`src/wth_pkg.sv`:
```
// ----------------------------------------------------------------------------
// wth_pkg: shared types, constants and functions of the word tokenizer
// Token kinds, register map, reset values, the token record and the
// rotate-add hash step.
// ----------------------------------------------------------------------------
package wth_pkg;

  // Character, position and hash widths
  localparam int CharW = 16;
  localparam int PosW  = 16;
  localparam int HashW = 32;
  localparam int HashRot = 7;

  localparam logic [PosW-1:0] PosMax = '1;

  // Result queue depth (holds two full items worth of tokens)
  localparam int QueueDepth = 4;
  localparam int QueuePtrW  = $clog2(QueueDepth);
  localparam int QueueCntW  = $clog2(QueueDepth + 1);

  // APB register map
  localparam int AddrW = 5;
  localparam int DataW = 32;

  typedef enum logic [2:0] {
    REG_CASE_SENSITIVE = 3'd0,
    REG_BREAK_ON_PUNCT = 3'd1,
    REG_BREAK_CHAR_A   = 3'd2,
    REG_BREAK_CHAR_B   = 3'd3,
    REG_BREAK_CHAR_C   = 3'd4,
    REG_BREAK_CHAR_D   = 3'd5
  } reg_idx_e;

  // Register reset values: comma, period, semicolon, colon
  localparam logic [CharW-1:0] BreakCharARst = 16'd44;
  localparam logic [CharW-1:0] BreakCharBRst = 16'd46;
  localparam logic [CharW-1:0] BreakCharCRst = 16'd59;
  localparam logic [CharW-1:0] BreakCharDRst = 16'd58;

  // ASCII constants used for classification and case folding
  localparam logic [CharW-1:0] ChSpace    = 16'd32;
  localparam logic [CharW-1:0] ChTab      = 16'd9;
  localparam logic [CharW-1:0] ChCr       = 16'd13;
  localparam logic [CharW-1:0] ChLowerA   = 16'd97;
  localparam logic [CharW-1:0] ChLowerZ   = 16'd122;
  localparam logic [CharW-1:0] CaseOffset = 16'd32;

  typedef enum logic [1:0] {
    KIND_SPACE = 2'd0,
    KIND_WORD  = 2'd1,
    KIND_BREAK = 2'd2
  } kind_e;

  typedef struct packed {
    kind_e             kind;
    logic [PosW-1:0]   start;
    logic [PosW-1:0]   stop;
    logic [HashW-1:0]  hash;
    logic              run_last;
    logic              line_done;
  } token_t;

  // One hash step: h + c + rol(h, 7), modulo 2^32
  function automatic logic [HashW-1:0] hash_add(logic [HashW-1:0] h,
                                                logic [CharW-1:0] c);
    logic [HashW-1:0] rot;
    rot = {h[HashW-1-HashRot:0], h[HashW-1:HashW-HashRot]};
    return h + {{(HashW-CharW){1'b0}}, c} + rot;
  endfunction

  // Position plus one, sticking at the top
  function automatic logic [PosW-1:0] sat_next(logic [PosW-1:0] p);
    return (p == PosMax) ? PosMax : p + 1'b1;
  endfunction

endpackage

```
`src/wth_char_if.sv`:
```
// ----------------------------------------------------------------------------
// wth_char_if: character input channel
// One UTF-16 code unit per transaction, with the end-of-line flag.
// ----------------------------------------------------------------------------
interface wth_char_if;
  logic        valid;
  logic        ready;
  logic [15:0] char_code;
  logic        line_last;

  modport source (output valid, output char_code, output line_last, input ready);
  modport sink   (input valid, input char_code, input line_last, output ready);
endinterface

```
`src/wth_token_if.sv`:
```
// ----------------------------------------------------------------------------
// wth_token_if: token output channel
// One token per transaction: kind, span, hash and end markers.
// ----------------------------------------------------------------------------
interface wth_token_if;
  logic        valid;
  logic        ready;
  logic [1:0]  token_kind;
  logic [15:0] token_start;
  logic [15:0] token_end;
  logic [31:0] token_hash;
  logic        run_last;
  logic        line_done;

  modport source (output valid, output token_kind, output token_start,
                  output token_end, output token_hash, output run_last,
                  output line_done, input ready);
  modport sink   (input valid, input token_kind, input token_start,
                  input token_end, input token_hash, input run_last,
                  input line_done, output ready);
endinterface

```
`src/word_tokenizer_hash_top.sv`:
```
// Word tokenizer with rotate-add hash. Takes one code unit per cycle and
// produces zero, one or two tokens for it (whitespace run, word, or a single
// break character), each with start, exclusive end and a 32-bit hash. The
// tokenizer state is updated in the cycle the character is accepted and the
// resulting tokens go into a 4-entry result queue that drains one token per
// cycle while the token side is ready; the input is ready whenever the queue
// has room for two tokens, so a character is taken every cycle as long as
// the token side keeps up. Tokens are registered in the queue before they
// reach the output. A character with line_last set flushes the pending token
// and restarts positions at 0. Registers are written through APB with no
// wait states and should only change while the block is idle.
// ----------------------------------------------------------------------------
// word_tokenizer_hash_top: line tokenizer with per-token hash
// Classification, hash update and token assembly feeding a result queue.
// ----------------------------------------------------------------------------
module word_tokenizer_hash_top (
  input  logic                       clk_i,
  input  logic                       rst_ni,
  wth_char_if.sink                   char_i,
  wth_token_if.source                token_o,
  input  logic                       psel,
  input  logic                       penable,
  input  logic                       pwrite,
  input  logic [wth_pkg::AddrW-1:0]  paddr,
  input  logic [wth_pkg::DataW-1:0]  pwdata,
  output logic [wth_pkg::DataW-1:0]  prdata,
  output logic                       pready
);

  // Configuration registers
  logic                            case_sens_q;
  logic                            break_en_q;
  logic [wth_pkg::CharW-1:0]       brk_a_q, brk_b_q, brk_c_q, brk_d_q;
  logic [2:0]                      reg_idx;
  logic                            cfg_wr;

  // Tokenizer state
  logic                            in_word_q, in_word_d;
  logic                            pend_q, pend_d;
  logic [wth_pkg::PosW-1:0]        begin_q, begin_d;
  logic [wth_pkg::PosW-1:0]        pos_q, pos_d;
  logic [wth_pkg::HashW-1:0]       hash_q, hash_d;

  // Per-character decode
  logic [wth_pkg::CharW-1:0]       c, hc;
  logic                            last, sp, br, ext, emit_a, emit_b, emit_c;
  logic [wth_pkg::HashW-1:0]       h_new;
  logic [wth_pkg::PosW-1:0]        pos_nxt, run_start;
  wth_pkg::token_t                 tok_a, tok_b, tok_c, res0, res1;
  logic [1:0]                      n_res;

  // Result queue
  wth_pkg::token_t                 q_mem_q [wth_pkg::QueueDepth];
  logic [wth_pkg::QueuePtrW-1:0]   wr_ptr_q, rd_ptr_q, wr_ptr1;
  logic [wth_pkg::QueueCntW-1:0]   cnt_q;
  logic                            push, pop;
  wth_pkg::token_t                 head;

  // ---------------- APB register port ----------------
  assign pready  = 1'b1;
  assign reg_idx = paddr[wth_pkg::AddrW-1:2];
  assign cfg_wr  = psel && penable && pwrite;

  always_ff @(posedge clk_i or negedge rst_ni) begin
    if (!rst_ni) begin
      case_sens_q <= 1'b1;
      break_en_q  <= 1'b0;
      brk_a_q     <= wth_pkg::BreakCharARst;
      brk_b_q     <= wth_pkg::BreakCharBRst;
      brk_c_q     <= wth_pkg::BreakCharCRst;
      brk_d_q     <= wth_pkg::BreakCharDRst;
    end else if (cfg_wr) begin
      case (reg_idx)
        wth_pkg::REG_CASE_SENSITIVE: case_sens_q <= pwdata[0];
        wth_pkg::REG_BREAK_ON_PUNCT: break_en_q  <= pwdata[0];
        wth_pkg::REG_BREAK_CHAR_A:   brk_a_q     <= pwdata[wth_pkg::CharW-1:0];
        wth_pkg::REG_BREAK_CHAR_B:   brk_b_q     <= pwdata[wth_pkg::CharW-1:0];
        wth_pkg::REG_BREAK_CHAR_C:   brk_c_q     <= pwdata[wth_pkg::CharW-1:0];
        wth_pkg::REG_BREAK_CHAR_D:   brk_d_q     <= pwdata[wth_pkg::CharW-1:0];
        default: ;
      endcase
    end
  end

  // Read-back mux
  always_comb begin
    prdata = '0;
    case (reg_idx)
      wth_pkg::REG_CASE_SENSITIVE: prdata[0] = case_sens_q;
      wth_pkg::REG_BREAK_ON_PUNCT: prdata[0] = break_en_q;
      wth_pkg::REG_BREAK_CHAR_A:   prdata[wth_pkg::CharW-1:0] = brk_a_q;
      wth_pkg::REG_BREAK_CHAR_B:   prdata[wth_pkg::CharW-1:0] = brk_b_q;
      wth_pkg::REG_BREAK_CHAR_C:   prdata[wth_pkg::CharW-1:0] = brk_c_q;
      wth_pkg::REG_BREAK_CHAR_D:   prdata[wth_pkg::CharW-1:0] = brk_d_q;
      default: prdata = '0;
    endcase
  end

  // ---------------- Character classification ----------------
  assign c    = char_i.char_code;
  assign last = char_i.line_last;

  always_comb begin
    sp = c inside {[wth_pkg::ChTab:wth_pkg::ChCr], wth_pkg::ChSpace};
    br = !sp && break_en_q &&
         (c == brk_a_q || c == brk_b_q || c == brk_c_q || c == brk_d_q);
    // Fold ASCII lower case for hashing when case-insensitive
    if (!case_sens_q && (c inside {[wth_pkg::ChLowerA:wth_pkg::ChLowerZ]})) begin
      hc = c - wth_pkg::CaseOffset;
    end else begin
      hc = c;
    end
  end

  // ---------------- Token assembly ----------------
  always_comb begin
    pos_nxt = wth_pkg::sat_next(pos_q);
    // Character continues the pending run
    ext = pend_q && ((!in_word_q && sp) || (in_word_q && !sp && !br));
    // Character closes the pending run
    emit_a = pend_q && ((!in_word_q && !sp) || (in_word_q && (sp || br)));
    emit_b = br;
    emit_c = last && !br;

    h_new     = wth_pkg::hash_add(ext ? hash_q : '0, hc);
    run_start = ext ? begin_q : pos_q;

    tok_a.kind      = in_word_q ? wth_pkg::KIND_WORD : wth_pkg::KIND_SPACE;
    tok_a.start     = begin_q;
    tok_a.stop      = pos_q;
    tok_a.hash      = hash_q;
    tok_a.run_last  = 1'b0;
    tok_a.line_done = 1'b0;

    // A break token's hash is one step from zero, i.e. the folded code
    tok_b.kind      = wth_pkg::KIND_BREAK;
    tok_b.start     = pos_q;
    tok_b.stop      = pos_nxt;
    tok_b.hash      = {{(wth_pkg::HashW-wth_pkg::CharW){1'b0}}, hc};
    tok_b.run_last  = 1'b0;
    tok_b.line_done = 1'b0;

    // End-of-line flush of the run this character leaves pending
    tok_c.kind      = sp ? wth_pkg::KIND_SPACE : wth_pkg::KIND_WORD;
    tok_c.start     = run_start;
    tok_c.stop      = pos_nxt;
    tok_c.hash      = h_new;
    tok_c.run_last  = 1'b0;
    tok_c.line_done = 1'b0;

    // Order: closed run, then break, then flush
    res0  = emit_a ? tok_a : (emit_b ? tok_b : tok_c);
    res1  = (emit_a && emit_b) ? tok_b : tok_c;
    n_res = 2'(emit_a) + 2'(emit_b) + 2'(emit_c);

    if (n_res == 2'd1) begin
      res0.run_last  = 1'b1;
      res0.line_done = last;
    end
    res1.run_last  = 1'b1;
    res1.line_done = last;

    // Next tokenizer state
    if (last) begin
      in_word_d = 1'b0;
      pend_d    = 1'b0;
      begin_d   = '0;
      hash_d    = '0;
      pos_d     = '0;
    end else begin
      in_word_d = !sp;
      pend_d    = !br;
      begin_d   = run_start;
      hash_d    = h_new;
      pos_d     = pos_nxt;
    end
  end

  // ---------------- Tokenizer state registers ----------------
  assign push = char_i.valid && char_i.ready;

  always_ff @(posedge clk_i or negedge rst_ni) begin
    if (!rst_ni) begin
      in_word_q <= 1'b0;
      pend_q    <= 1'b0;
      begin_q   <= '0;
      pos_q     <= '0;
      hash_q    <= '0;
    end else if (push) begin
      in_word_q <= in_word_d;
      pend_q    <= pend_d;
      begin_q   <= begin_d;
      pos_q     <= pos_d;
      hash_q    <= hash_d;
    end
  end

  // ---------------- Result queue ----------------
  // Room for two tokens lets every character in regardless of its count
  assign char_i.ready = (cnt_q <= wth_pkg::QueueCntW'(wth_pkg::QueueDepth - 2));
  assign pop          = token_o.valid && token_o.ready;
  assign wr_ptr1      = wr_ptr_q + 1'b1;

  always_ff @(posedge clk_i) begin
    if (push && (n_res != 2'd0)) begin
      q_mem_q[wr_ptr_q] <= res0;
    end
    if (push && (n_res == 2'd2)) begin
      q_mem_q[wr_ptr1] <= res1;
    end
  end

  always_ff @(posedge clk_i or negedge rst_ni) begin
    if (!rst_ni) begin
      wr_ptr_q <= '0;
      rd_ptr_q <= '0;
      cnt_q    <= '0;
    end else begin
      if (push) begin
        wr_ptr_q <= wr_ptr_q + wth_pkg::QueuePtrW'(n_res);
      end
      if (pop) begin
        rd_ptr_q <= rd_ptr_q + 1'b1;
      end
      cnt_q <= cnt_q + (push ? wth_pkg::QueueCntW'(n_res) : '0)
                     - wth_pkg::QueueCntW'(pop);
    end
  end

  // Output from the queue head
  assign head                = q_mem_q[rd_ptr_q];
  assign token_o.valid       = (cnt_q != '0);
  assign token_o.token_kind  = head.kind;
  assign token_o.token_start = head.start;
  assign token_o.token_end   = head.stop;
  assign token_o.token_hash  = head.hash;
  assign token_o.run_last    = head.run_last;
  assign token_o.line_done   = head.line_done;

endmodule
```
`src/flat_wrapper.sv`:
```
// flat-port wrapper written by rule: the top's interface ports become plain ports
module word_tokenizer_hash_top_flat 
  (clk_i, rst_ni, psel, penable, pwrite, paddr, pwdata, prdata, pready, char_i_valid, char_i_char_code, char_i_line_last, char_i_ready, token_o_valid, token_o_token_kind, token_o_token_start, token_o_token_end, token_o_token_hash, token_o_run_last, token_o_line_done, token_o_ready);
  wth_char_if char_i_i ();
  wth_token_if token_o_i ();
  input  logic clk_i;
  input  logic rst_ni;
  input  logic psel;
  input  logic penable;
  input  logic pwrite;
  input  logic [wth_pkg::AddrW-1:0] paddr;
  input  logic [wth_pkg::DataW-1:0] pwdata;
  output logic [wth_pkg::DataW-1:0] prdata;
  output logic pready;
  input wire logic [$bits(char_i_i.valid)-1:0] char_i_valid;
  input wire logic [$bits(char_i_i.char_code)-1:0] char_i_char_code;
  input wire logic [$bits(char_i_i.line_last)-1:0] char_i_line_last;
  output wire logic [$bits(char_i_i.ready)-1:0] char_i_ready;
  output wire logic [$bits(token_o_i.valid)-1:0] token_o_valid;
  output wire logic [$bits(token_o_i.token_kind)-1:0] token_o_token_kind;
  output wire logic [$bits(token_o_i.token_start)-1:0] token_o_token_start;
  output wire logic [$bits(token_o_i.token_end)-1:0] token_o_token_end;
  output wire logic [$bits(token_o_i.token_hash)-1:0] token_o_token_hash;
  output wire logic [$bits(token_o_i.run_last)-1:0] token_o_run_last;
  output wire logic [$bits(token_o_i.line_done)-1:0] token_o_line_done;
  input wire logic [$bits(token_o_i.ready)-1:0] token_o_ready;
  assign char_i_i.valid = char_i_valid;
  assign char_i_i.char_code = char_i_char_code;
  assign char_i_i.line_last = char_i_line_last;
  assign char_i_ready = char_i_i.ready;
  assign token_o_valid = token_o_i.valid;
  assign token_o_token_kind = token_o_i.token_kind;
  assign token_o_token_start = token_o_i.token_start;
  assign token_o_token_end = token_o_i.token_end;
  assign token_o_token_hash = token_o_i.token_hash;
  assign token_o_run_last = token_o_i.run_last;
  assign token_o_line_done = token_o_i.line_done;
  assign token_o_i.ready = token_o_ready;
  word_tokenizer_hash_top u_core (.clk_i(clk_i), .rst_ni(rst_ni), .char_i(char_i_i), .token_o(token_o_i), .psel(psel), .penable(penable), .pwrite(pwrite), .paddr(paddr), .pwdata(pwdata), .prdata(prdata), .pready(pready));
endmodule
```
`config.mk`:
```
export PLATFORM = sky130hd
export DESIGN_NAME = word_tokenizer_hash_top_flat
export DESIGN_NICKNAME = d
export VERILOG_FILES = /design/src/wth_pkg.sv /design/src/wth_char_if.sv /design/src/wth_token_if.sv /design/src/word_tokenizer_hash_top.sv /design/src/flat_wrapper.sv
export SDC_FILE = /design/constraint.sdc
export NUM_CORES = 1
export LEC_CHECK = 0
export BUFFER_PORTS_ARGS = -buffer_cell sky130_fd_sc_hd__buf_4
export CORE_MARGIN = 2
export CORE_UTILIZATION = 55
export CTS_BUF_LIST = sky130_fd_sc_hd__clkbuf_8
export DETAILED_ROUTE_END_ITERATION = 6
export PLACE_DENSITY = 0.81
export SLEW_MARGIN = 20
export SYNTH_ARGS = -nofsm -noshare
export SYNTH_HDL_FRONTEND = slang
export SYNTH_SLANG_ARGS = --single-unit
```
`constraint.sdc`:
```
create_clock -name clk_i -period 15.7 [get_ports clk_i]
set_input_delay 3.14 -clock clk_i [delete_from_list [all_inputs] [get_ports clk_i]]
set_output_delay 3.14 -clock clk_i [all_outputs]
set_load 0.02 [all_outputs]
```
=== Yosys cells after proc, flatten, opt, wreduce, memory -nomap -nowiden ===
Memory sizes are Yosys's and may differ from the RTL's.
Cells that the tools add are included.

* $add $sub $neg: 11
* Shift-type cells: 0
* Eq/ne operators: 13
* Reductions and logical operators: 40
* Multipliers: 0
* $lt $le $gt $ge: 5
* Bitwise operators: 0
* Muxes and demuxes: 22
* Divide/modulo/power cells: 0

{| class="wikitable"
|+ Operators with widths
! operator !! count
|-
| $mux 68 || 3
|-
| $mux 16 || 5
|-
| $eq 16x16->1 || 4
|-
| $mux 32 || 2
|-
| $pmux 15 s4 || 1
|-
| $add 32x16->32 || 1
|-
| $add 32x32->32 || 1
|-
| $logic_and 1x1->1 || 20
|-
| $add 16x1->16 const B || 1
|-
| $eq 16x16->1 const B || 1
|-
| $eq 16x6->1 const B || 1
|-
| $ge 16x4->1 const B || 1
|-
| $ge 16x7->1 const B || 1
|-
| $le 16x4->1 const B || 1
|-
| $le 16x7->1 const B || 1
|-
| $sub 16x6->16 const B || 1
|-
| $reduce_and 2->1 || 6
|-
| $mux 1 || 8
|-
| $eq 3x2->1 const B || 2
|-
| $eq 3x3->1 const B || 2
|-
| $logic_or 1x1->1 || 6
|-
| $pmux 1 s6 || 1
|-
| $add 2x1->2 const B || 2
|-
| $logic_not 1->1 || 4
|-
| 13 further kinds || 15
|}

* Bits in latches: 0
* Logic and storage cells: 106
* Bits in registers: 139
* Memory bits (read-only): 0
* Bits of input ports: 61
* Memories: 1
* Memory bits (writable): 272
* Output and inout bits: 103

{| class="wikitable"
|+ Memories
! memory !! words !! bits a word !! rd ports !! clocked after memory_dff !! wr ports !! RTL line !! text
|-
| u_core.q_mem_q || 4 || 68 || 1 || 0 || 2 || word_tokenizer_hash_top.sv:53 || <nowiki>wth_pkg::token_t q_mem_q [wth_pkg::QueueDepth];</nowiki>
|}

=== Longest topological paths before layout ===
Gate-level depths: netlist of the first run.

* Depth after elaboration: 16
* Gate-level depth with buffers: 24
* Mapped depth without buffers: 22

=== Worst setup path before layout of the first run ===
No wires, ideal clock.

* Path kind: input to register
* From: input port char_i_char_code[8]
* To: memory u_core.q_mem_q[1][56] (netlist bit), data pin
* Buffers on the path: 5
* Cell stages on the path: 19
* Arrival: 8,811 ps
* Setup time: 132 ps
* Slack: 6,757 ps
* Data required time: 15,568 ps
* Path through: buf_2 -> or4_4 -> nor4_4 -> o211ai_1 -> and2_1 -> a21oi_2 -> and2_4 -> inv_2 -> buf_4 -> buf_4 -> fa_1 -> inv_1 -> or3_1 -> or3_1 -> clkbuf_1 -> nand2_1 -> a22o_1 -> buf_2 -> a22o_1

{| class="wikitable"
|+ RTL lines
! what !! RTL line !! text
|-
| from (decl) || flat_wrapper.sv:16 || <nowiki>input wire logic [$bits(char_i_i.char_code)-1:0] char_i_char_code;</nowiki>
|-
| to (decl) || word_tokenizer_hash_top.sv:53 ||
|}

==> results of run 1 <==
-- power groups by stage --
stage	registers (W)	clock network, W	logic (W)
after floorplan	0.00139	0	0.000961
after global placement	0.00149	0	0.00126
after detailed placement	0.00150	0	0.00129
after CTS	0.00148	0.000977	0.00129
after global routing	0.00151	0.00102	0.00137
final	0.00148	0.000966	0.00130
-- layer usage --
| layer | routed length, µm | share of wire [%] | up-vias | GRT usage, % |
|---|---|---|---|---|
| met3 | 5140 | 8.2 | 198 | 5.12 |
| met5 | 0 | 0 | - | 0 |
| met4 | 2690 | 4.3 | 0 | 13.6 |
| met1 | 23200 | 37 | 8415 | 35.1 |
| met2 | 31800 | 51 | 947 | 49.7 |
| li1 | - | - | 7475 | - |
-- cells in the final DEF, fill, tap and decap left out, types with 75 or more instances in the layout --
cell,count
a22o_1,194
buf_4,154
clkbuf_8,75
dfrtp_1,120
edfxtp_1,268
nand2_1,112
nor2_1,95
o21ai_0,80
o22ai_1,86
xnor2_1,105
-- final timing paths --
| check | to | cells past startpoint | slack, ns | start |
|---|---|---|---|---|
| max in group asynchronous | u_core.rd_ptr_q[0]$_DFFE_PN0P_ | 3 | 11.54 | rst_ni |
| hold / removal | u_core.q_mem_q[2][1]$_SDFFE_PP1P_ | 1 | 0.45 | u_core.q_mem_q[2][1]$_SDFFE_PP1P_ |
| min in group asynchronous | u_core.brk_a_q[11]$_DFFE_PN0P_ | 1 | 2.48 | rst_ni |
| hold reg to reg | u_core.q_mem_q[2][1]$_SDFFE_PP1P_ | 1 | 0.45 | u_core.q_mem_q[2][1]$_SDFFE_PP1P_ |
| setup reg to reg | u_core.q_mem_q[0][30]$_DFFE_PP_ | 21 | 9.14 | u_core.brk_a_q[2]$_DFFE_PN1P_ |
| setup / recovery | u_core.q_mem_q[0][30]$_DFFE_PP_ | 21 | 6.72 | char_i_char_code[10] |
-- cell type report --
| cell class | count | area, µm² |
|---|---|---|
| Timing Repair Buffer | 155 | 1170 |
| Sequential cell | 411 | 11600 |
| Clock buffer | 75 | 1030 |
| Tap cell | 539 | 674 |
| Multi-Input combinational cell | 1315 | 10700 |
| Fill cell | 3209 | 16100 |
| Clock inverter | 54 | 358 |
| Inverter | 26 | 97.6 |
-- registers in the layout, indices dropped and copies added (netlist names), 2 cells and up --
signal	count
u_core.q_mem_q	272
u_core.hash_q	32
u_core.begin_q	16
u_core.brk_a_q	16
u_core.brk_b_q	16
u_core.brk_c_q	16
u_core.brk_d_q	16
u_core.pos_q	16
u_core.cnt_q	3
u_core.rd_ptr_q	2
u_core.wr_ptr_q	2
-- metrics by stage --
stage / hold slack (ns) / cell area, µm² / util [%] / total power (W) / setup WS, ns
2_1_floorplan: 0.421 / 23300 / - / 0.00235 / 6.76
3_3_place_gp: 0.431 / 24300 / 58.2 / 0.00275 / 6.44
3_5_place_dp: 0.438 / 24300 / 58.2 / 0.00279 / 6.26
4_1_cts: 0.452 / 25700 / 61.5 / 0.00375 / 6.93
5_1_grt: 0.475 / 25700 / 61.5 / 0.00390 / 6.41
6_report: 0.447 / 25700 / 61.5 / 0.00375 / 6.72
-- logic make-up (layout without fill, tap and decap cells) --
logic type / count (synthesis) / after routing / share of synthesized area [%]
flip-flops: 411 / 411 / 50.1
XOR/XNOR: 122 / 122 / 4.61
other: 2 / 17 / 0.0324
buffers and inverters: 210 / 310 / 4.23
AO/OA/AOI/OAI: 540 / 540 / 17.0
AND/OR/NAND/NOR: 368 / 368 / 7.61
multiplexers: 199 / 199 / 12.6
adder cells (fa/ha/maj): 69 / 69 / 3.82
==> impl_metrics.env, run 1 <==
export IMPL_ctsResizeCount=0
export IMPL_synthArstFlopShare_pct=33.8
export IMPL_die_h_um=209
export IMPL_cp_num_buf_inv=2
export IMPL_grt_pass1_wl_um=97100
export IMPL_synthToLayoutAreaGrowth_pct=10.7
export IMPL_internal_power_w=0.00235
export IMPL_swShare_pct=37.3
export IMPL_drtIter0Drc=1448
export IMPL_crit_type="in -> reg"
export IMPL_worstMarginPinSlew_ns=1.24
export IMPL_firstDrtPassIters=6
export IMPL_cts_setup_buffers=0
export IMPL_synthFlopType="edfxtp_1"
export IMPL_wirelength_um=62800
export IMPL_yosys_cell_count_top_type="edfxtp_1"
export IMPL_port_buffer_count=128
export IMPL_clk_pin_slew_ns=0.06
export IMPL_finalHoldViolations=0
export IMPL_place_congestion=0.980
export IMPL_vias=17000
export IMPL_layout_drive_gt1_share_pct=22.9
export IMPL_coreArea_mm2=0.0418
export IMPL_min_period_over_period_pct=57.2
export IMPL_seqPwrFrac_pct=39.6
export IMPL_min_period_ns=8.98
export IMPL_critPathMaxFanout=59
export IMPL_worstSkewPairLatency_ns=0.64
export IMPL_ctsLongestPathBuffers=3
export IMPL_endpoint_kind="flop"
export IMPL_clkPwrFrac_pct=25.8
export IMPL_crit_family="compound AO/OA/AOI/OAI gates"
export IMPL_via_per_inst=6.62
export IMPL_nets=2109
export IMPL_fin_skew_ns=0.0430
export IMPL_synth_cell_types=75
export IMPL_setup_violations=0
export IMPL_numClockSinks=411
export IMPL_globalRouteOverflowTotal=0
export IMPL_n_antenna_cell=0
export IMPL_yosys_top_cells_count="edfxtp_1 (268), a22o_1 (194), dfrtp_1 (122)"
export IMPL_startpoint_type="input port"
export IMPL_crit_slowest_cell="o31ai_1"
export IMPL_die_area_mm2=0.0438
export IMPL_hold_buffers=0
export IMPL_timing_max_cap_violations=0
export IMPL_yosys_register_bits=411
export IMPL_die_w_um=209
export IMPL_h_tree_depth=3
export IMPL_initial_core_util_pct=55.6
export IMPL_antenna_found_initial=0
export IMPL_ir_drop_mv=0.0958
export IMPL_cts_buffers_inserted=70
export IMPL_place_inst=2446
export IMPL_antenna_left=0
export IMPL_cts_tree="yes"
export IMPL_p_leak_nw=10.1
export IMPL_synth_top_cell_by_area="edfxtp_1"
export IMPL_avgSynthCellArea_um2=12.1
export IMPL_crit_arrival_ns=9.48
export IMPL_layout_cells_non_filler=2575
export IMPL_rows=75
export IMPL_clock_root_buffer="clkbuf_8"
export IMPL_cp_cell_sequence="buf_4 > or4_4 > nor4_4 > o211ai_1 > and2_1 > a21oi_2 > nor2_4 > buf_4 > and2_1 > ha_1 > a31o_2 > ha_1 > a21oi_1 > nand4b_1 > a21oi_1 > nor2_1 > o31ai_1 > a2111oi_0 > nor3_1 > xor2_1 > a22o_1"
export IMPL_fmax_mhz=111
export IMPL_synth_top_cell_area_share_pct=34.7
export IMPL_synth_area_top_cells="edfxtp_1 (35%), dfrtp_1 (13%), a22o_1 (7.3%)"
export IMPL_rsz0062_at_grt="no"
export IMPL_synth_area_mm2=0.0232
export IMPL_p_sw_w=0.00140
export IMPL_drv_slew=0
export IMPL_synthCells=1921
export IMPL_wl_per_cell_um=24.4
export IMPL_first_global_vias=17400
export IMPL_fin_setup_tns_ns=0
export IMPL_hold_class="reg -> reg"
export IMPL_worstPathRequired_ns=16.20
export IMPL_slew_headroom_pct=16.7
export IMPL_status="finished, final reports clean"
export IMPL_yosysSeqAreaShare_pct=50.1
export IMPL_slowest_delay_ns=0.71
export IMPL_hpwl_um=40300
export IMPL_drc=0
export IMPL_io_pins=164
export IMPL_powerDensity_mw_per_mm2=146
export IMPL_grt_max_degree=68
export IMPL_comb_power_share_pct=34.6
export IMPL_yosys_warnings=0
export IMPL_synth_edf_count=268
export IMPL_grt_use_total_pct=28.7
(Power assumes the default switching activity.)
==> inputs of run 2 (changes only) <==
Settings changed: PLACE_DENSITY 0.81 to 0.84.
Clock period 15.7 ns to 7.78 ns, I/O delays scaled along.
==> run 2 against run 1 <==
Net effect: critical path depth fell by 1; global-route usage up 0.091 points; sequential power is 100% higher; cell count is 0.54% higher; critical endpoint is now u_core.q_mem_q[1][30]$_DFFE_PP_; via count up 0.17%; core utilization grew 0.37 points; clock power up 110%; count of clock-buffer cells in the layout up 9; clock skew fell by 0.017 ns; non-clock buffer count increased by 13; largest power group unchanged.
==> impl_metrics.env, run 2 (synthesis gave the netlist of run 1 again) <==
export IMPL_cts_setup_buffers=0
export IMPL_setup_violations=0
export IMPL_final_core_util_pct=61.9
export IMPL_grt_max_degree=76
export IMPL_ctsResizeCount=0
export IMPL_hold_ws_ns=0.452
export IMPL_clk_pin_slew_ns=0.06
export IMPL_drc=0
export IMPL_min_period_ns=6.83
export IMPL_worstMarginPinSlew_ns=1.09
export IMPL_globalRouteOverflowTotal=0
export IMPL_cts_tree="yes"
export IMPL_startpoint_type="input port"
export IMPL_cts_buffers_inserted=71
export IMPL_rr_worst_depth=20
export IMPL_top_regs="u_core.q_mem_q (272), u_core.hash_q (32)"
export IMPL_drtIter0Drc=1629
export IMPL_min_period_over_period_pct=87.7
export IMPL_setup_ws_ns=0.953
export IMPL_drv_slew=0
export IMPL_r2r_slack_ns=1.89
export IMPL_hold_buffers=0
export IMPL_nets=2123
export IMPL_regToRegEndpoint="u_core.q_mem_q[1][30]$_DFFE_PP_"
export IMPL_seqCellArea_mm2=0.0116
export IMPL_hold_depth=1
export IMPL_timing_max_cap_violations=0
export IMPL_critPathLaunch="char_i_char_code[10]"
export IMPL_rsz0062_at_grt="no"
export IMPL_finalHoldViolations=0
export IMPL_multi_input_area_mm2=0.0107
export IMPL_critPathMaxFanout=9
export IMPL_die_w_um=209
export IMPL_h_tree_depth=3
export IMPL_p_total_w=0.00766
export IMPL_place_worst_setup_slack_ns=0.550
export IMPL_internal_power_w=0.00484
export IMPL_antenna_found_initial=0
export IMPL_status="finished, final reports clean"
export IMPL_p_sw_w=0.00282
export IMPL_ctsLongestPathBuffers=3
export IMPL_largest_register="u_core.q_mem_q"
export IMPL_grt_pass1_wl_um=97100
export IMPL_place_congestion=0.983
export IMPL_numClockSinks=411
export IMPL_fin_setup_tns_ns=0
export IMPL_firstDrtPassIters=6
export IMPL_fmax_mhz=146
export IMPL_io_pins=164
export IMPL_final_common_cell="edfxtp_1"
export IMPL_comb_power_share_pct=34.8
export IMPL_powerDensity_mw_per_mm2=296
export IMPL_seqPwrFrac_pct=38.8
export IMPL_r2r_start="u_core.brk_b_q[13]$_DFFE_PN0P_"
export IMPL_p_leak_nw=10.2
export IMPL_clock_root_buffer="clkbuf_8"
export IMPL_cp_endpoint="u_core.q_mem_q[1][30]$_DFFE_PP_"
export IMPL_wl_per_cell_um=24.4
export IMPL_port_buffer_count=128
export IMPL_clkPwrFrac_pct=26.3
export IMPL_die_h_um=209
export IMPL_fin_skew_ns=0.0263
export IMPL_n_antenna_cell=0
export IMPL_layout_drive_gt1_share_pct=23.6
export IMPL_swShare_pct=36.8
export IMPL_hpwl_um=40300
export IMPL_synthToLayoutAreaGrowth_pct=11.4
export IMPL_initial_core_util_pct=55.6
export IMPL_slew_headroom_pct=27.2
export IMPL_nFillCells=3151
export IMPL_crit_type="in -> reg"
export IMPL_vias=17100
export IMPL_hold_class="reg -> reg"
export IMPL_crit_arrival_ns=7.31
export IMPL_die_area_mm2=0.0438
export IMPL_rows=75
export IMPL_antenna_left=0
export IMPL_grt_use_total_pct=28.8
export IMPL_worstPathRequired_ns=8.27
export IMPL_final_cell_mix="edfxtp_1 (268), a22o_1 (194), buf_4 (166), dfrtp_1 (120), nand2_1 (112)"
export IMPL_largest_register_ffs=272
export IMPL_wirelength_um=63300
export IMPL_first_global_vias=17400
export IMPL_endpoint_kind="flop"
export IMPL_ir_drop_mv=0.174
export IMPL_coreArea_mm2=0.0418
export IMPL_worstSkewPairLatency_ns=0.64
export IMPL_via_per_inst=6.59
[run 2: through the flow]
stage / instance area, µm² / cells
floorplan: 23300 / 1936
global placement: 24400 / 2459
detailed placement: 24400 / 2459
CTS: 25800 / 2589
global route: 25800 / 2589
finish: 25800 / 2589
[run 2: how the worst min path moves through the flow]
stage / start / endpoint
6_report: u_core.q_mem_q[3][1]$_SDFFE_PP1P_ / u_core.q_mem_q[3][1]$_SDFFE_PP1P_
5_1_grt: u_core.q_mem_q[3][1]$_SDFFE_PP1P_ / u_core.q_mem_q[3][1]$_SDFFE_PP1P_
4_1_cts: u_core.q_mem_q[3][1]$_SDFFE_PP1P_ / u_core.q_mem_q[3][1]$_SDFFE_PP1P_
3_5_place_dp: u_core.q_mem_q[3][1]$_SDFFE_PP1P_ / u_core.q_mem_q[3][1]$_SDFFE_PP1P_
3_3_place_gp: u_core.q_mem_q[1][1]$_SDFFE_PP1P_ / u_core.q_mem_q[1][1]$_SDFFE_PP1P_
2_1_floorplan: u_core.q_mem_q[2][1]$_SDFFE_PP1P_ / u_core.q_mem_q[2][1]$_SDFFE_PP1P_
[run 2: per-layer routing]
metal | global-route usage [%] | vias up | part of all wire (%) | routed length [µm]
li1 | - | 7511 | - | -
met1 | 34.2 | 8383 | 36 | 22900
met2 | 50.3 | 967 | 51 | 32500
met3 | 4.94 | 203 | 8.3 | 5220
met4 | 15.2 | 0 | 4.2 | 2670
met5 | 0 | - | 0 | 0
[run 2: power by group through the flow]
stage / Clock, W / Sequential (W) / Combinational (W)
final: 0.00202 / 0.00297 / 0.00267
after global routing: 0.00213 / 0.00301 / 0.00284
after CTS: 0.00204 / 0.00297 / 0.00266
after detailed placement: 0 / 0.00301 / 0.00265
after global placement: 0 / 0.00298 / 0.00260
after floorplan: 0 / 0.00281 / 0.00194
[run 2: worst max-delay path, cell delays in order]
cell	delay [ns]
buf_4	0.16
or4_4	0.55
nor4_4	0.27
o211ai_1	0.29
and2_1	0.27
a21oi_2	0.23
nand2b_1	0.46
buf_4	0.23
nor2_1	0.05
ha_1	0.18
a31o_2	0.22
ha_1	0.38
nand4_1	0.11
a21oi_1	0.30
nor2_1	0.17
o31ai_1	0.60
a2111oi_0	0.28
nor3_1	0.33
xor2_1	0.45
a22o_1	0.22
[run 2: area by class of cell]
class / instances / share of cell area, %
clock buffers: 84 / 4.47
clock inverters: 46 / 1.18
inverters: 26 / 0.378
multi-input cells: 1315 / 41.4
flip-flops and latches: 411 / 45.0
well taps: 539 / 2.61
repair buffers: 168 / 4.94
==> inputs of run 3 (changes only) <==
Settings changed: ABC_AREA from default to 1, PLACE_DENSITY 0.84 to 0.81.
Clock period 7.78 ns to 7.25 ns, I/O delays scaled along.
==> run 3 against run 2 <==
Net effect: synthesized area grew 1.3%; sequential share of layout area shrank 0.48 points; total power grew 23%; worst setup slack lost 0.14 ns; register-to-register slack lost 0.38 ns; hold slack gained 0.0026 ns; synthesized cell count grew 43%.
==> impl_metrics.env, run 3 <==
export IMPL_drc=0
export IMPL_wirelength_um=70600
export IMPL_ctsLongestPathBuffers=3
export IMPL_place_congestion=0.953
export IMPL_yosys_warnings=0
export IMPL_endpoint_kind="flop"
export IMPL_min_period_over_period_pct=88.8
export IMPL_finalHoldViolations=0
export IMPL_die_h_um=211
export IMPL_status="finished, final reports clean"
export IMPL_swShare_pct=43.6
export IMPL_n_antenna_cell=0
export IMPL_globalRouteOverflowTotal=0
export IMPL_critPathMaxFanout=10
export IMPL_crit_arrival_ns=6.85
export IMPL_fin_skew_ns=0.0364
export IMPL_startpoint_type="input port"
export IMPL_ctsResizeCount=0
export IMPL_yosys_top_cells_count="nand2_1 (549), o21ai_0 (353), o22ai_1 (292)"
export IMPL_yosys_register_bits=411
export IMPL_antenna_left=0
export IMPL_seqPwrFrac_pct=34.4
export IMPL_placed_cell_area_mm2=0.0247
export IMPL_firstDrtPassIters=6
export IMPL_grt_pass1_wl_um=110000
export IMPL_final_common_cell="nand2_1"
export IMPL_worstHoldStart="u_core.q_mem_q[1][1]$_SDFFE_PP1P_"
export IMPL_rsz0062_at_grt="no"
export IMPL_synthToLayoutAreaGrowth_pct=11.2
export IMPL_place_worst_setup_slack_ns=0.221
export IMPL_hold_ws_ns=0.455
export IMPL_met1_usage_pct=39.4
export IMPL_ir_drop_mv=0.203
export IMPL_initial_core_util_pct=55.9
export IMPL_die_area_mm2=0.0444
export IMPL_port_buffer_count=128
export IMPL_die_w_um=211
export IMPL_slowest_delay_ns=0.41
export IMPL_busiest_layer="met2"
export IMPL_design_area_mm2=0.0261
export IMPL_synthCells=2744
export IMPL_min_period_ns=6.44
export IMPL_grt_max_degree=93
export IMPL_p_leak_nw=10.9
export IMPL_antenna_found_initial=0
export IMPL_comb_power_share_pct=43.4
export IMPL_setup_ws_ns=0.810
export IMPL_clkPwrFrac_pct=22.2
export IMPL_final_cell_mix="nand2_1 (545), o21ai_0 (353), o22ai_1 (292), edfxtp_1 (268), nor2_1 (264)"
export IMPL_powerDensity_mw_per_mm2=361
export IMPL_vias=21100
export IMPL_hpwl_um=45100
export IMPL_drv_slew=0
export IMPL_internal_power_w=0.00532
export IMPL_hold_end="u_core.q_mem_q[1][1]$_SDFFE_PP1P_"
export IMPL_layout_drive_gt1_share_pct=12.0
export IMPL_largest_register="u_core.q_mem_q"
export IMPL_nets=2943
export IMPL_drtIter0Drc=2256
export IMPL_synthFlopType="edfxtp_1"
export IMPL_cts_tree="yes"
export IMPL_clk_pin_slew_ns=0.06
export IMPL_synthArstFlopShare_pct=33.8
export IMPL_synth_edf_count=268
export IMPL_fmax_mhz=155
export IMPL_yosysSeqAreaShare_pct=49.5
export IMPL_met3_usage_pct=4.68
export IMPL_crit_type="in -> reg"
export IMPL_hold_buffers=0
export IMPL_regToRegEndpoint="u_core.q_mem_q[2][33]$_DFFE_PP_"
export IMPL_largest_register_ffs=272
export IMPL_synth_area_mm2=0.0235
export IMPL_via_per_inst=6.19
export IMPL_avgSynthCellArea_um2=8.56
export IMPL_use_met2_pct=53.2
export IMPL_cts_setup_buffers=0
export IMPL_h_tree_depth=3
export IMPL_hold_class="reg -> reg"
export IMPL_top_regs="u_core.q_mem_q (272), u_core.hash_q (32)"
export IMPL_fin_setup_tns_ns=0
export IMPL_r2r_start="u_core.brk_c_q[3]$_DFFE_PN1P_"
export IMPL_synth_area_top_cells="edfxtp_1 (34%), dfrtp_1 (13%), nand2_1 (8.8%)"
export IMPL_wl_per_cell_um=20.8
export IMPL_synth_top_cell_area_share_pct=34.2
export IMPL_first_global_vias=20600
export IMPL_rows=75
export IMPL_setup_violations=0
export IMPL_worstPathRequired_ns=7.66
export IMPL_synth_top_cell_by_area="edfxtp_1"
export IMPL_worstSkewPairLatency_ns=0.66
export IMPL_hold_depth=2
export IMPL_io_pins=164
export IMPL_r2r_slack_ns=1.51
export IMPL_coreArea_mm2=0.0420
export IMPL_path_common_cell="nand3_1"
export IMPL_rr_worst_depth=34
export IMPL_crit_slowest_cell="fa_1"
export IMPL_final_core_util_pct=62.1
export IMPL_numClockSinks=411
export IMPL_grt_use_total_pct=31.5
export IMPL_p_sw_w=0.00411
export IMPL_cts_buffers_inserted=69
export IMPL_timing_max_cap_violations=0
export IMPL_slew_headroom_pct=20.4
export IMPL_worstMarginPinSlew_ns=1.19
export IMPL_clock_root_buffer="clkbuf_8"
export IMPL_synth_cell_types=55
export IMPL_yosys_cell_count_top_type="nand2_1"
## run 3: cells by family (layout without fill, tap and decap cells)
family                   after synthesis  in the layout  share of synthesized area [%]
AND/OR/NAND/NOR                      912            912                           15.5
AO/OA/AOI/OAI                        837            837                           21.0
buffers and inverters                446            551                           7.75
flip-flops                           411            411                           49.5
adder cells (fa/ha/maj)               69             69                           3.77
XOR/XNOR                              67             67                           2.50
other                                  2             17                         0.0320
## run 3: critical path: cells and delay by family
family | cells | cell delay [ns]
adder cells (fa/ha/maj) | 3 | 0.81
buffers and inverters | 5 | 0.66
AO/OA/AOI/OAI | 4 | 0.85
AND/OR/NAND/NOR | 22 | 2.90
XOR/XNOR | 1 | 0.19
## run 3: stage by stage
stage,std cells,total power [W]
6_report,3403,0.00943
5_1_grt,3403,0.00992
4_1_cts,3403,0.00938
3_5_place_dp,3281,0.00730
3_3_place_gp,3281,0.00715
2_1_floorplan,2759,0.00589
## run 3: worst max path at each step
stage / from / to / slack (ns) / cells past startpoint
floorplan: char_i_char_code[6] / u_core.q_mem_q[0][0]$_DFFE_PP_ / 0.84 / 21
global placement: char_i_char_code[4] / u_core.q_mem_q[2][33]$_DFFE_PP_ / 0.40 / 37
detailed placement: char_i_char_code[10] / u_core.q_mem_q[3][33]$_DFFE_PP_ / 0.22 / 35
CTS: char_i_char_code[10] / u_core.q_mem_q[0][33]$_DFFE_PP_ / 0.88 / 35
global route: char_i_char_code[10] / u_core.q_mem_q[0][33]$_DFFE_PP_ / 0.42 / 35
finish: char_i_char_code[10] / u_core.q_mem_q[3][33]$_DFFE_PP_ / 0.81 / 35
## run 3: final cells by class
cell class	count	area, µm²
clock buffer	81	1110
clock inverter	41	254
fill	3455	15900
inverter	258	970
multi-input combinational	1902	10200
sequential	411	11600
tap	539	674
timing repair buffer	171	1330
## run 3: power by group through the flow
stage	Clock [W]	Sequential (W)	Combinational, W
6_report	0.00210	0.00324	0.00409
5_1_grt	0.00220	0.00328	0.00444
4_1_cts	0.00211	0.00323	0.00405
3_5_place_dp	0	0.00327	0.00403
3_3_place_gp	0	0.00325	0.00390
2_1_floorplan	0	0.00312	0.00278
## run 3: metal layers
| metal | part of all wire (%) | vias to the layer above |
|---|---|---|
| met3 | 9.4 | 260 |
| li1 | - | 9683 |
| met4 | 4.8 | 0 |
| met2 | 49 | 1297 |
| met1 | 37 | 9818 |
| met5 | 0 | - |
